[config.mk]
export PLATFORM = sky130hd
export DESIGN_NAME = rda_mul
export DESIGN_NICKNAME = d
export VERILOG_FILES = /design/src/sv/rda_pkg.sv /design/src/sv/rda_mul.sv
export SDC_FILE = /design/constraint.sdc
export NUM_CORES = 2
export LEC_CHECK = 0
export BUFFER_PORTS_ARGS = -buffer_cell sky130_fd_sc_hd__buf_2
export CORE_UTILIZATION = 58
export CTS_CLUSTER_SIZE = 20
export DETAILED_ROUTE_END_ITERATION = 6
export HOLD_SLACK_MARGIN = 0.1
export PLACE_DENSITY = 0.8
export SLEW_MARGIN = 20
export SYNTH_ARGS = -nofsm -noshare
export SYNTH_HDL_FRONTEND = slang
export SYNTH_SLANG_ARGS = --single-unit
[constraint.sdc]
create_clock -name clk_i -period 11.07 [get_ports clk_i]
set_input_delay 1.107 -clock clk_i [delete_from_list [all_inputs] [get_ports clk_i]]
set_output_delay 1.107 -clock clk_i [all_outputs]
set_load 0.05 [all_outputs]
[src/sv/rda_pkg.sv]
// Shared constants for the rational duration accumulator.
// No dependencies; imported by every module of the block.
package rda_pkg;

  // Default word width of numerators; denominators are one bit narrower.
  localparam int DEF_WIDTH = 32;

  // Configuration register index port width and register indexes.
  localparam int CFG_IDX_W = 2;
  localparam logic [CFG_IDX_W-1:0] REG_BAR_NUM = CFG_IDX_W'(0);
  localparam logic [CFG_IDX_W-1:0] REG_BAR_DEN = CFG_IDX_W'(1);

endpackage

[src/sv/rda_mul.sv]
// Shared signed multiplier with a registered product.
// Depends on rda_pkg for the default width.
module rda_mul import rda_pkg::*; #(
  parameter int WIDTH = DEF_WIDTH
) (
  input  logic                      clk_i,
  input  logic signed [WIDTH-1:0]   a_i,
  input  logic signed [WIDTH-1:0]   b_i,
  output logic signed [2*WIDTH-1:0] p_o
);

  logic signed [2*WIDTH-1:0] p_q;

  always_ff @(posedge clk_i) begin
    p_q <= a_i * b_i;
  end

  assign p_o = p_q;

endmodule

==> qor.yml <==
port_buffers: 128
synthTopCellsByArea: "fa_1, inv_1, and2_1, ha_1, nand2_1"
area_growth_pct: 3.69
wl_per_cell_um: 20.5
largest_register_ffs: 64
path_clk_slew_ns: 0.07
tightest_slew_ns: 0.942
cp_num_buf_inv: 5
numCtsBuffers: 9
gp_congestion: 0.956
holdCritStartpoint: "a_i[0]"
first_pass_iters: 6
arrival_ns: 9.49
netlist_instances: 3884
cts_max_path_buffers: 2
crit_family: "adder cells"
start_util_pct: 58.8
slowest_delay_ns: 0.95
grt_max_degree: 33
crit_chain: "buf_2 > and2_1 > fa_1 > fa_1 > fa_1 > fa_1 > inv_1 > fa_1 > inv_1 > fa_1 > inv_1 > fa_1 > inv_1 > fa_1 > ha_1 > and3_1 > nand2_1 > or3_1 > o211ai_1 > a31oi_1 > o31ai_1 > xor2_1"
synth-edff-count: 0
vias: 26400
routed_wl_mm: 96.4
row_count: 92
syn-num-nets: 5215
cts_root_buf: "clkbuf_16"
seqCellArea_um2: 1280
worst_path_most_repeated_cell: "fa_1"
grt.total_usage_pct: 32.0
worstSetupPathType: "in2reg"
hp-class: "in2reg"
cp-end-kind: "flop"
ctsHoldBuffers: 0
finalSetupViolations: 0
worstPathRequired_ns: 11.41
status: "finished, final reports clean"
rsz0062_at_grt: "false"
drv_slew: 0
synthArstFlopShare_pct: 0
crit_fanout: 32
synth-main-ff-cell: "dfxtp_1"
vias_per_cell: 5.62
drc: 0
die_w_um: 255
ys_warn_count: 0
cts_setup_buffers: 0
holdPathEnd: "p_o[0]"
hold_violations: 0
relSlewSlack_pct: 37.2
core-area_um2: 63300
fmax_ghz: 0.109
boundaryPins: 129
final.setup.tns_ns: 0
drtIter0Drc: 1914
detail-route-antenna-nets: 0
nets: 5166
yosys.area.top_type_share_pct: 58.2
fin_crit_ns: 9.15
cap_violations: 0
drive_gt1_share_pct: 4.66
synth-seq-area-share_pct: 3.44
synth.cell_area_um2: 37200
die_h_um: 255
grt_pass1_vias: 29900
h-tree-depth: 3
yosysTopAreaCell: "fa_1"
post_cts_resized: 0
fillers: 5146
antenna_found_initial: 13
dp_hpwl_mm: 77.7
multiInputGateArea_um2: 31600
syn-mean-instance-area_um2: 9.59
grt_overflow: 0
period_share_pct: 82.6
crit_path_start: "b_i[4]"
slowest_stage: "fa_1"
holdPathStages: 2
clock-sinks: 64
cp-start-kind: "primary input"
yosysUniqueCellTypes: 63
grt_pass1_wl_mm: 161
cts_tree: "built"
fp.dieArea_um2: 65200
ys_ff_latch: 64
## worst max path at each step
stage | end | cells after the start
3_3_place_gp | p_o[62] | 22
6_report | p_o[62] | 22
2_1_floorplan | p_o[62] | 24
3_5_place_dp | p_o[62] | 22
4_1_cts | p_o[62] | 22
5_1_grt | p_o[62] | 22
## cells by family (layout without fill, tap and decap cells)
kind of cell	Yosys count	count (layout)	synth area share [%]
AOI/OAI and AO/OA	193	193	3.46
adders and majority gates	1266	1266	64.3
xor gates and xnor gates	75	75	1.76
buffers and inverters	1152	1108	11.6
and+or+nand+nor	1134	1134	15.4
other	0	5	0
DFF	64	64	3.44
## cells in the final DEF, fill, tap and decap left out, types with 4 or more instances in the layout
cell type	Yosys	layout
nand2_1	511	511
a21oi_1	68	68
xor2_1	22	22
o21ai_0	28	28
or3_1	4	4
a31oi_1	12	12
buf_4	0	12
nand4_1	7	7
nor2_1	42	42
o21bai_1	15	15
o31ai_1	6	6
and2_1	516	516
nor3_1	6	6
and3_1	7	7
inv_1	952	952
a21o_1	23	23
buf_2	3	128
dfxtp_1	64	64
clkbuf_16	0	9
xnor2_1	53	53
nand3_1	15	15
a211oi_1	4	4
ha_1	184	184
nand2b_1	9	9
o21a_1	4	4
diode_2	0	5
fa_1	1082	1082
## synth_stat cells, drive strengths merged, types with 2 or more instances
| library cell | instances |
|---|---|
| fa | 1082 |
| inv | 952 |
| and2 | 516 |
| nand2 | 511 |
| clkbuf | 195 |
| ha | 184 |
| a21oi | 68 |
| dfxtp | 64 |
| xnor2 | 53 |
| nor2 | 42 |
| o21ai | 31 |
| a21o | 25 |
| xor2 | 22 |
| nand3 | 15 |
| o21bai | 15 |
| a31oi | 13 |
| and3 | 9 |
| nand2b | 9 |
| a211oi | 8 |
| nand4 | 7 |
| nor3 | 7 |
| o31ai | 7 |
| buf | 5 |
| or3 | 5 |
| and4 | 4 |
| o21a | 4 |
| a21boi | 3 |
| nor2b | 3 |
| o211ai | 3 |
| a2111oi | 2 |
| nand3b | 2 |
| nor4 | 2 |
| o22a | 2 |
| o31a | 2 |
## layout make-up
class	instances	area share [%]
diodes	5	0.0324
clock inverters	7	0.266
clock buffers	9	0.583
multi-input cells	2668	81.9
flip-flops and latches	64	3.32
well taps	846	2.74
inverters	952	9.25
repair buffers	140	1.89
## layer usage
layer	global-route usage, %	wire, µm	vias to the layer above
li1	-	-	10900
met1	39.9	35200	13800
met2	52.4	47300	1292
met3	8.02	8930	338
met4	15.0	4850	20
met5	0	142	-
## metrics by stage
| step | instance area, µm² | cells | setup WS [ns] | hold WS (ns) | util (%) |
|---|---|---|---|---|---|
| final | 38600 | 4691 | 1.92 | 1.30 | 61.0 |
| after global routing | 38600 | 4688 | 1.55 | 1.34 | 61.0 |
| after CTS | 38600 | 4686 | 1.98 | 1.28 | 61.0 |
| after detailed placement | 38300 | 4670 | 1.59 | 1.58 | 60.5 |
| after global placement | 38300 | 4670 | 1.77 | 1.58 | 60.5 |
| after floorplan | 37200 | 3884 | 2.70 | 1.23 | - |
Power is left out: the tool's default activity adds up to more than one toggle a clock period on the data nets, which glitch-free logic cannot reach.
