## src/sv/rda_pkg.sv

```systemverilog
// Shared constants for the rational duration accumulator.
// No dependencies; imported by every module of the block.
package rda_pkg;

  // Default word width of numerators; denominators are one bit narrower.
  localparam int DEF_WIDTH = 32;

  // Configuration register index port width and register indexes.
  localparam int CFG_IDX_W = 2;
  localparam logic [CFG_IDX_W-1:0] REG_BAR_NUM = CFG_IDX_W'(0);
  localparam logic [CFG_IDX_W-1:0] REG_BAR_DEN = CFG_IDX_W'(1);

endpackage

```

## src/sv/rda_div.sv

```systemverilog
// Bit-serial restoring divider, one quotient bit per cycle, unsigned.
// Depends on rda_pkg for the default width; operands are 2*WIDTH bits.
module rda_div import rda_pkg::*; #(
  parameter int WIDTH = DEF_WIDTH
) (
  input  logic                 clk_i,
  input  logic                 rst_ni,
  input  logic                 start_i,
  input  logic [2*WIDTH-1:0]   dividend_i,
  input  logic [2*WIDTH-1:0]   divisor_i,
  output logic                 done_o,
  output logic [2*WIDTH-1:0]   quo_o,
  output logic [2*WIDTH-1:0]   rem_o
);

  localparam int DW    = 2 * WIDTH;
  localparam int CNT_W = $clog2(DW);

  logic [DW-1:0]    quo_q;
  logic [DW-1:0]    rem_q;
  logic [DW-1:0]    dvs_q;
  logic [CNT_W-1:0] cnt_q;
  logic             busy_q;
  logic             done_q;

  logic [DW:0]   trial;
  logic [DW:0]   diff;

  assign trial = {rem_q, quo_q[DW-1]};
  assign diff  = trial - {1'b0, dvs_q};

  always_ff @(posedge clk_i or negedge rst_ni) begin
    if (!rst_ni) begin
      quo_q  <= '0;
      rem_q  <= '0;
      dvs_q  <= '0;
      cnt_q  <= '0;
      busy_q <= 1'b0;
      done_q <= 1'b0;
    end else begin
      done_q <= 1'b0;
      if (start_i && !busy_q) begin
        quo_q  <= dividend_i;
        rem_q  <= '0;
        dvs_q  <= divisor_i;
        cnt_q  <= '0;
        busy_q <= 1'b1;
      end else if (busy_q) begin
        // trial stays below twice the divisor, so no borrow means it fits
        if (!diff[DW]) begin
          rem_q <= diff[DW-1:0];
          quo_q <= {quo_q[DW-2:0], 1'b1};
        end else begin
          rem_q <= trial[DW-1:0];
          quo_q <= {quo_q[DW-2:0], 1'b0};
        end
        cnt_q <= cnt_q + 1'b1;
        if (cnt_q == CNT_W'(DW - 1)) begin
          busy_q <= 1'b0;
          done_q <= 1'b1;
        end
      end
    end
  end

  assign done_o = done_q;
  assign quo_o  = quo_q;
  assign rem_o  = rem_q;

endmodule

```

## config.mk

```make
export PLATFORM = sky130hd
export DESIGN_NAME = rda_div
export DESIGN_NICKNAME = d
export VERILOG_FILES = /design/src/sv/rda_pkg.sv /design/src/sv/rda_div.sv
export SDC_FILE = /design/constraint.sdc
export NUM_CORES = 1
export LEC_CHECK = 0
export BUFFER_PORTS_ARGS = -buffer_cell sky130_fd_sc_hd__buf_2
export CORE_MARGIN = 2
export CORE_UTILIZATION = 45
export CTS_CLUSTER_DIAMETER = 60
export DETAILED_ROUTE_END_ITERATION = 10
export GPL_ROUTABILITY_DRIVEN = 0
export GPL_TIMING_DRIVEN = 1
export PLACE_DENSITY = 0.7
export RECOVER_POWER = 25
export SLEW_MARGIN = 20
export SYNTH_ARGS = -nofsm -noshare
export SYNTH_HDL_FRONTEND = slang
export SYNTH_SLANG_ARGS = --single-unit
export TNS_END_PERCENT = 100
```

## constraint.sdc

```tcl
create_clock -name clk_i -period 3.7 [get_ports clk_i]
set_clock_uncertainty 0.1 [all_clocks]
set_input_delay 0.37 -clock clk_i [delete_from_list [all_inputs] [get_ports clk_i]]
set_output_delay 0.37 -clock clk_i [all_outputs]
set_load 0.05 [all_outputs]
```

==> results.py, run 1 <==
metrics = {
    "job": {
        "maxCapViolations": 1,
    },
    "setup_path": {
        "cp_data_arrival_time_ps": 3710,
        "max_stage_delay_ps": 420,
        "critPathMaxFanout": 6,
        "critPathKind": "register to register",
        "critical_path_required_ps": 3910,
        "cp_top_family": "compound AO/OA/AOI/OAI gates",
        "r2r_cells": 13,
        "path_buf_inv": 2,
        "rr_startpoint": "rem_o[8]",
        "worstSetupStartpointType": "register",
        "regToRegSetupSlack_ps": 200,
        "worst_path_most_repeated_cell": "o31ai_2",
        "cp_cell_sequence": "ha_1, nand4_1, o22ai_1, inv_1, a21oi_1, o41a_1, o31ai_2, buf_4, o31ai_2, a21boi_0, o21ai_0, xnor2_1, o21ai_1",
        "endpoint_kind": "register",
        "r2r-end": "rem_o[51]",
        "slowest_stage": "dfrtp_1",
    },
    "timing": {
        "fin_crit_sh_pct": 94.59,
        "slew_viol_final": 60,
        "finalHoldViolations": 0,
        "tightest_slew_ps": 1631,
        "setup_violations": 0,
        "tns_ps": 0,
        "period_needed_ps": 3500,
        "slew_headroom_pct": -8.712,
        "rsz0062_at_grt": "no",
        "fmax_ghz": 0.2857,
    },
    "floorplanning": {
        "rows": 60,
        "coreArea_um2": 26950,
        "die_w_um": 169.8,
        "die_area_um2": 28840,
        "ioPinCount": 260,
        "initial_core_util_pct": 45.91,
        "die_y_um": 169.8,
    },
    "detailed_routing": {
        "firstDrtPassIters": 5,
        "num_vias": 11026,
        "viasPerCell": 5.532,
        "drt-initial-drc-count": 863,
        "drc": 0,
        "drtAntennaViolNets": 0,
        "wl_per_cell_um": 17.17,
        "routed_wl_mm": 34.21,
    },
    "clock_network": {
        "cts_buffers": 17,
        "clock-root-buffer": "clkbuf_16",
        "cts.sinks": 200,
        "post_cts_buffers": 0,
        "clkLatencyLatePin_ps": 440,
        "cts_max_path_buffers": 2,
        "htreeDepth": 4,
        "cts.reportedPaths.clkPinSlew_ps": 80,
        "cts_tree": "built",
    },
    "yosys": {
        "yosysTopAreaCell": "dfrtp_1",
        "synth_area_leaders": "dfrtp_1 (40%), nand2_1 (7.3%), o21ai_0 (7.0%), ha_1 (6.6%), mux2i_1 (5.2%)",
        "synth_cell_types": 65,
        "netlist_area_um2": 12370,
        "ys_ff_latch": 200,
        "ys_warn_count": 0,
        "synth-edff-count": 0,
        "synthArstFlopShare_pct": 100.0,
        "avgSynthCellArea_um2": 8.694,
        "synthCells": 1423,
        "seq_area_frac_synth_pct": 40.45,
        "synth_top_area_share_pct": 40.45,
        "synth_flop_cell": "dfrtp_1",
        "synth_nets": 1620,
    },
    "final_layout": {
        "final_layout_size_suffix_gt1_share_pct": 20.47,
        "final_common_cell": "buf_2",
        "final_area_um2": 14570,
        "layout_common_cells": "buf_2 (257), nand2_1 (240), dfrtp_1 (199)",
        "num-nets-final": 1836,
        "multiInputGateArea_um2": 6658,
        "nFillCells": 2559,
        "syn_to_final_growth_pct": 17.75,
        "final-seq-area_um2": 5009,
    },
    "global_route": {
        "antenna_found_initial": 5,
        "globalRouteOverflowTotal": 0,
        "grt_pass1_vias": 10486,
        "grt.total_usage_pct": 23.68,
        "grt_max_degree": 142,
        "grt_pass1_wl_mm": 54.81,
    },
    "placed_design": {
        "place_area_um2": 13980,
        "dp_hpwl_mm": 25.66,
        "port_buffers": 259,
    },
    "hold_path": {
        "worstHoldEndpoint": "dvs_q[7]",
        "hold_depth": 3,
        "hp-class": "input pin to register",
        "worstHoldStart": "divisor_i[7]",
    },
    "status": {
        "violations": "max-capacitance violations, max-slew violations",
        "status": "complete, but fails checks",
    },
}
[synthesized netlist by cell type (2+ instances only)]
master	number
buf_2	13
o21bai_1	13
clkbuf_1	57
xnor2_1	39
buf_6	9
xor2_1	24
a21o_1	20
o31a_1	2
or4_1	2
o21ai_0	174
and3b_1	2
nand2b_1	9
o31ai_1	5
a31oi_1	12
a21boi_0	5
nor3_2	2
a221oi_1	3
and3_1	3
nand4_1	18
nor3_1	11
a22o_1	49
ha_1	65
o41a_1	2
o211ai_2	2
buf_1	7
nor2_1	43
a211oi_1	8
o22ai_1	2
mux2i_1	64
nand2_1	240
inv_1	87
a32oi_1	5
o21ai_1	55
o21a_1	6
or3_1	6
dfrtp_1	200
o2111ai_1	2
nand3_1	14
o41ai_1	3
buf_4	2
mux2_2	2
o211ai_1	9
nor4_1	4
o31ai_2	2
a21oi_1	101
[worst max path at each step]
| stage | end | cells after the start | start | slack (ps) |
|---|---|---|---|---|
| global route | rem_o[22] | 16 | quo_o[63] | 5 |
| global placement | rem_o[38] | 15 | quo_o[63] | 280 |
| floorplan | rem_o[10] | 15 | quo_o[63] | 230 |
| CTS | rem_o[38] | 15 | quo_o[63] | 120 |
| finish | rem_o[51] | 13 | rem_o[8] | 200 |
| detailed placement | rem_o[38] | 15 | quo_o[63] | 160 |
[state kept, by name, indices dropped and copies added (netlist names)]
name	flops
rem_o	64
quo_o	64
dvs_q	64
busy_q	1
done_o	1
cnt_q	6
[routing by layer]
| metal | up-vias | track usage [%] | part of all wire [%] |
|---|---|---|---|
| met1 | 5159 | 31.74 | 45 |
| li1 | 5447 | - | - |
| met2 | 362 | 38.72 | 46 |
| met3 | 52 | 5.512 | 6.6 |
| met4 | 6 | 6.243 | 2.3 |
| met5 | - | 0 | 0.085 |
[cell type report]
cell class | instances | area share (%)
Sequential cell | 200 | 34.38
Inverter | 87 | 2.242
Antenna cell | 1 | 0.01718
Clock inverter | 14 | 1.108
Clock buffer | 17 | 2.920
Multi-Input combinational cell | 1048 | 45.70
Timing Repair Buffer | 285 | 10.70
Tap cell | 341 | 2.929
[per-stage QoR]
stage | setup WS, ps | util [%] | hold slack [ps] | std cells
after global placement | 283.2 | 51.86 | 293.2 | 1960
after global routing | 4.514 | 54.05 | 11.14 | 1993
after CTS | 120.3 | 54.08 | 13.33 | 1992
final | 200.3 | 54.05 | 22.06 | 1993
after floorplan | 234.2 | - | -25.59 | 1423
after detailed placement | 156.3 | 51.86 | 298.9 | 1960
[kinds of logic after synthesis]
| family | share of synthesized area [%] |
|---|---|
| AO/OA/AOI/OAI | 24.26 |
| XOR/XNOR | 4.591 |
| adder cells (fa/ha/maj) | 6.735 |
| buffers and inverters | 6.048 |
| flip-flops | 40.45 |
| multiplexers | 5.360 |
| AND/OR/NAND/NOR | 12.55 |
[what timing repair did]
action,CTS,global route
endpoints found under the hold margin,58,0
hold buffers,1,0
setup endpoints to repair,0,21
resized for setup,0,2
[worst min-delay path: cells and delay by family]
kind                   cells  cell delay, ps
and+or+nand+nor            1              30
buffers and inverters      1              70
AOI/OAI and AO/OA          1              50
Power of run 1 is left out: the tool's default activity adds up to more than one toggle a clock period on the data nets, which glitch-free logic cannot reach.
==> run 2: changes to the inputs <==
--- a/config.mk
+++ b/config.mk
@@ -12,7 +12,7 @@
 export DETAILED_ROUTE_END_ITERATION = 10
 export GPL_ROUTABILITY_DRIVEN = 0
 export GPL_TIMING_DRIVEN = 1
-export PLACE_DENSITY = 0.7
+export PLACE_DENSITY_LB_ADDON = 0.3
 export RECOVER_POWER = 25
 export SLEW_MARGIN = 20
 export SYNTH_ARGS = -nofsm -noshare
==> results.py, run 2 (synthesis gave the netlist of run 1 again) <==
metrics = {
    "global_route": {
        "grt_max_degree": 201,
        "grt_pass1_vias": 10346,
        "globalRouteOverflowTotal": 0,
        "grt_pass1_wl_mm": 53.94,
        "grt.total_usage_pct": 23.27,
        "antenna_found_initial": 4,
    },
    "final_layout": {
        "layout_common_cells": "nand2_1 (240), buf_2 (217), dfrtp_1 (199)",
        "final_layout_size_suffix_gt1_share_pct": 18.58,
        "nFillCells": 2538,
        "syn_to_final_growth_pct": 18.71,
        "num-nets-final": 1847,
        "layoutNonFillerInstCount": 2005,
        "final_area_um2": 14690,
        "final_common_cell": "nand2_1",
    },
    "detailed_routing": {
        "num_vias": 11062,
        "firstDrtPassIters": 7,
        "routed_wl_mm": 34.25,
        "drtAntennaViolNets": 0,
        "drt-initial-drc-count": 953,
        "drc": 0,
        "viasPerCell": 5.517,
        "wl_per_cell_um": 17.08,
    },
    "floorplanning": {
        "coreArea_um2": 26950,
        "ioPinCount": 260,
        "die_y_um": 169.8,
        "die_w_um": 169.8,
        "initial_core_util_pct": 45.91,
        "die_area_um2": 28840,
        "rows": 60,
    },
    "setup_path": {
        "regToRegSetupSlack_ps": 200,
        "rr_startpoint": "rem_o[34]",
        "max_stage_delay_ps": 520,
        "critical_path_required_ps": 3930,
        "worstSetupStartpointType": "register",
        "cp_data_arrival_time_ps": 3730,
        "cp_cell_sequence": "ha_1, nand4_1, nor3_1, nand2_1, or4_1, o2111ai_2, o211ai_2, xnor2_1, buf_12, mux2_2, a22o_1",
        "critPathKind": "register to register",
        "r2r_cells": 11,
        "endpoint_kind": "register",
        "r2r-end": "rem_o[38]",
        "slowest_stage": "or4_1",
        "critPathMaxFanout": 12,
    },
    "hold_path": {
        "worstHoldEndpoint": "dvs_q[51]",
        "hp-class": "input pin to register",
        "worstHoldStart": "divisor_i[51]",
        "hold_depth": 3,
    },
    "status": {
        "violations": "max-capacitance violations, max-slew violations",
        "status": "complete, but fails checks",
    },
    "timing": {
        "setup_violations": 0,
        "hold_ws_ps": 24.75,
        "fin_crit_sh_pct": 94.59,
        "period_needed_ps": 3500,
        "fmax_ghz": 0.2857,
        "slew_viol_final": 95,
        "slew_headroom_pct": -62.01,
        "tightest_slew_ps": 2430,
        "worst_slack_ps": 200.2,
        "finalHoldViolations": 0,
    },
    "placed_design": {
        "dp_hpwl_mm": 25.26,
        "dp.cells": 1970,
        "place_area_um2": 14080,
        "dp_slack_ps": 193.5,
        "port_buffers": 259,
    },
    "clock_network": {
        "clock-root-buffer": "clkbuf_16",
        "cts.sinks": 200,
        "htreeDepth": 4,
        "clkLatencyLatePin_ps": 440,
        "cts_buffers": 17,
        "post_cts_buffers": 0,
        "cts_max_path_buffers": 2,
        "cts_tree": "built",
        "cts.reportedPaths.clkPinSlew_ps": 80,
    },
    "job": {
        "maxCapViolations": 1,
    },
}
run 2: changes by cell type in the layout (fill, tap and decap cells not counted), sizes merged:
cell and change:
clkinv +5, buf -29, inv -3, clkinvlp -2, clkbuf +41
run 2: layout make-up:
type / count / area (µm²) / area share [%]
clock inverters: 14 / 186.4 / 1.269
inverters: 87 / 326.6 / 2.224
well taps: 341 / 426.7 / 2.905
diodes: 1 / 2.502 / 0.01704
flip-flops and latches: 200 / 5009 / 34.10
repair buffers: 296 / 1647 / 11.21
clock buffers: 18 / 439.2 / 2.990
multi-input cells: 1048 / 6650 / 45.28
run 2: critical path, delay by kind of cell (launching register included):
family / cells / cell delay (ps)
simple gates: 4 / 1090
compound gates: 3 / 560
flops: 1 / 420
buf+inv: 1 / 180
xor+xnor: 1 / 280
fa+ha+maj: 1 / 420
mux: 1 / 330
run 2: per-stage QoR:
step / utilization, % / TNS (ps)
2_1_floorplan: - / 0
3_5_place_dp: 52.23 / 0
3_3_place_gp: 52.23 / 0
6_report: 54.49 / 0
4_1_cts: 54.59 / 0
5_1_grt: 54.48 / -1.298
run 2: timing repair:
action / CTS / global route
hold buffers: 1 / 0
hold endpoints to repair: 92 / 0
resized for setup: 0 / 1
setup endpoints to repair: 0 / 28
run 2: layer usage:
layer	GRT usage (%)	wire length, µm
met5	0	55
met4	6.875	663
met3	4.116	2027
met2	37.71	15610
met1	32.02	15890
run 2: worst max-delay path by stage:
stage	startpoint	endpoint	slack, ps
floorplan	quo_o[63]	rem_o[10]	230
global placement	quo_o[63]	rem_o[38]	270
detailed placement	quo_o[63]	rem_o[38]	190
CTS	quo_o[63]	rem_o[38]	160
global route	quo_o[63]	rem_o[38]	-1
finish	rem_o[34]	rem_o[38]	200
Power of run 2 is left out for the same reason.
==> run 3: changes to the inputs <==
--- a/config.mk
+++ b/config.mk
@@ -6,8 +6,9 @@
 export NUM_CORES = 1
 export LEC_CHECK = 0
 export BUFFER_PORTS_ARGS = -buffer_cell sky130_fd_sc_hd__buf_2
+export CORE_ASPECT_RATIO = 1.1
 export CORE_MARGIN = 2
-export CORE_UTILIZATION = 45
+export CORE_UTILIZATION = 38
 export CTS_CLUSTER_DIAMETER = 60
 export DETAILED_ROUTE_END_ITERATION = 10
 export GPL_ROUTABILITY_DRIVEN = 0
==> constraint.sdc (replaced) <==
create_clock -name clk_i -period 2.8 [get_ports clk_i]
set_clock_uncertainty 0.1 [all_clocks]
set_input_delay 0.28 -clock clk_i [delete_from_list [all_inputs] [get_ports clk_i]]
set_output_delay 0.28 -clock clk_i [all_outputs]
set_load 0.05 [all_outputs]
==> results.py, run 3 (synthesis gave the netlist of run 1 again) <==
metrics = {
    "status": {
        "status": "complete, but fails checks",
        "violations": "max-capacitance violations, max-slew violations, negative setup slack",
    },
    "global_route": {
        "grt_max_degree": 159,
        "grt.total_usage_pct": 22.98,
        "grt_pass1_wl_mm": 63.19,
        "grt_pass1_vias": 12289,
        "globalRouteOverflowTotal": 0,
        "antenna_found_initial": 0,
    },
    "detailed_routing": {
        "wl_per_cell_um": 16.45,
        "drt-initial-drc-count": 620,
        "drtAntennaViolNets": 0,
        "routed_wl_mm": 40.13,
        "drc": 0,
        "firstDrtPassIters": 5,
        "viasPerCell": 5.130,
        "num_vias": 12516,
    },
    "floorplanning": {
        "rows": 69,
        "initial_core_util_pct": 38.42,
        "ioPinCount": 260,
        "die_y_um": 193.2,
        "coreArea_um2": 32200,
        "die_w_um": 176.0,
        "die_area_um2": 34020,
    },
    "setup_path": {
        "worstSetupStartpointType": "register",
        "critical_path_required_ps": 3040,
        "r2r_cells": 16,
        "critPathMaxFanout": 27,
        "endpoint_kind": "register",
        "critPathKind": "register to register",
        "cp_data_arrival_time_ps": 3510,
    },
    "clock_network": {
        "cts.sinks": 200,
        "clock-root-buffer": "clkbuf_16",
        "cts_buffers": 17,
        "cts.reportedPaths.clkPinSlew_ps": 80,
        "cts_max_path_buffers": 2,
        "cts_tree": "built",
        "htreeDepth": 4,
        "clkLatencyLatePin_ps": 450,
    },
    "timing": {
        "rsz0062_at_grt": "yes",
        "period_needed_ps": 3275,
        "slew_headroom_pct": -18.30,
        "slew_viol_final": 66,
        "worst_slack_ps": -474.6,
        "setup_violations": 65,
        "fmax_ghz": 0.3054,
        "finalHoldViolations": 0,
        "fin_crit_sh_pct": 117.0,
        "tns_ps": -25650,
        "tightest_slew_ps": 1774,
    },
    "job": {
        "maxCapViolations": 1,
    },
    "final_layout": {
        "syn_to_final_growth_pct": 46.55,
        "antenna_cells": 0,
        "final_common_cell": "buf_4",
        "nFillCells": 2872,
        "final_layout_size_suffix_gt1_share_pct": 36.10,
        "num-nets-final": 2198,
        "layoutNonFillerInstCount": 2440,
        "layout_common_cells": "buf_4 (307), buf_2 (257), nand2_1 (237)",
    },
    "placed_design": {
        "dp.cells": 2324,
        "dp_hpwl_mm": 28.80,
        "port_buffers": 259,
    },
    "hold_path": {
        "hp-class": "input pin to register",
        "hold_depth": 3,
    },
}
## run 3: cell count changes in the layout (fill, tap and decap cells not counted), moves of 8 or more
cell,change
a21oi_1,-8
buf_2,+40
buf_4,+279
clkbuf_1,-39
dfrtp_1,-39
dfrtp_2,+39
dlygate4sd3_1,+63
ha_1,-18
ha_4,+16
## run 3: area by class of cell
| type | count | area [µm²] | area share [%] |
|---|---|---|---|
| inverters | 87 | 326.6 | 1.801 |
| flip-flops and latches | 200 | 5057 | 27.89 |
| clock inverters | 13 | 136.4 | 0.7522 |
| well taps | 426 | 533.0 | 2.940 |
| repair buffers | 647 | 4561 | 25.15 |
| clock buffers | 19 | 442.9 | 2.443 |
| multi-input cells | 1048 | 7074 | 39.02 |
## run 3: worst max-delay path, stage by stage, from the launching register on
cell	delay, ps
dfrtp_2	410
inv_2	70
ha_4	130
inv_2	30
fa_2	340
a211oi_2	250
o211ai_2	120
nand4_2	150
o311ai_4	110
a21oi_4	250
o2111ai_4	140
o211ai_4	140
xor2_4	260
buf_4	180
clkbuf_16	200
o21ai_1	90
a22o_1	190
## run 3: routing by layer
metal / track usage (%) / part of all wire [%] / up-vias
met5: 0 / 0 / -
met1: 29.97 / 44 / 5914
met4: 7.009 / 2.2 / 0
met3: 3.872 / 5.0 / 46
met2: 38.93 / 49 / 388
li1: - / - / 6168
## run 3: worst paths after layout
path                                startpoint        end  slack [ps]
worst min-delay path            dividend_i[46]  quo_o[46]          20
max in group asynchronous               rst_ni  rem_o[37]         430
worst max register to register       quo_o[63]  rem_o[27]        -470
worst min register to register        cnt_q[5]   cnt_q[5]         390
worst max-delay path                 quo_o[63]  rem_o[27]        -470
min in group asynchronous               rst_ni  quo_o[39]         760
## run 3: stage by stage
step	hold WS (ps)	cell area (µm²)	setup slack, ps	util [%]
after floorplan	-115.6	12540	-397.3	-
after global placement	231.3	16340	-492.1	50.74
after detailed placement	234.1	16340	-527.7	50.74
after CTS	11.16	17900	-465.7	55.59
after global routing	28.39	18130	-659.0	56.30
final	22.43	18130	-474.6	56.30
## run 3: timing repair
action,in CTS,in global routing
endpoints found under the hold margin,127,0
pin swaps,11,23
gates cloned,2,2
hold buffers,64,0
setup buffers,10,6
resized for setup,34,31
setup endpoints to repair,65,65
Power of run 3 is left out for the same reason.
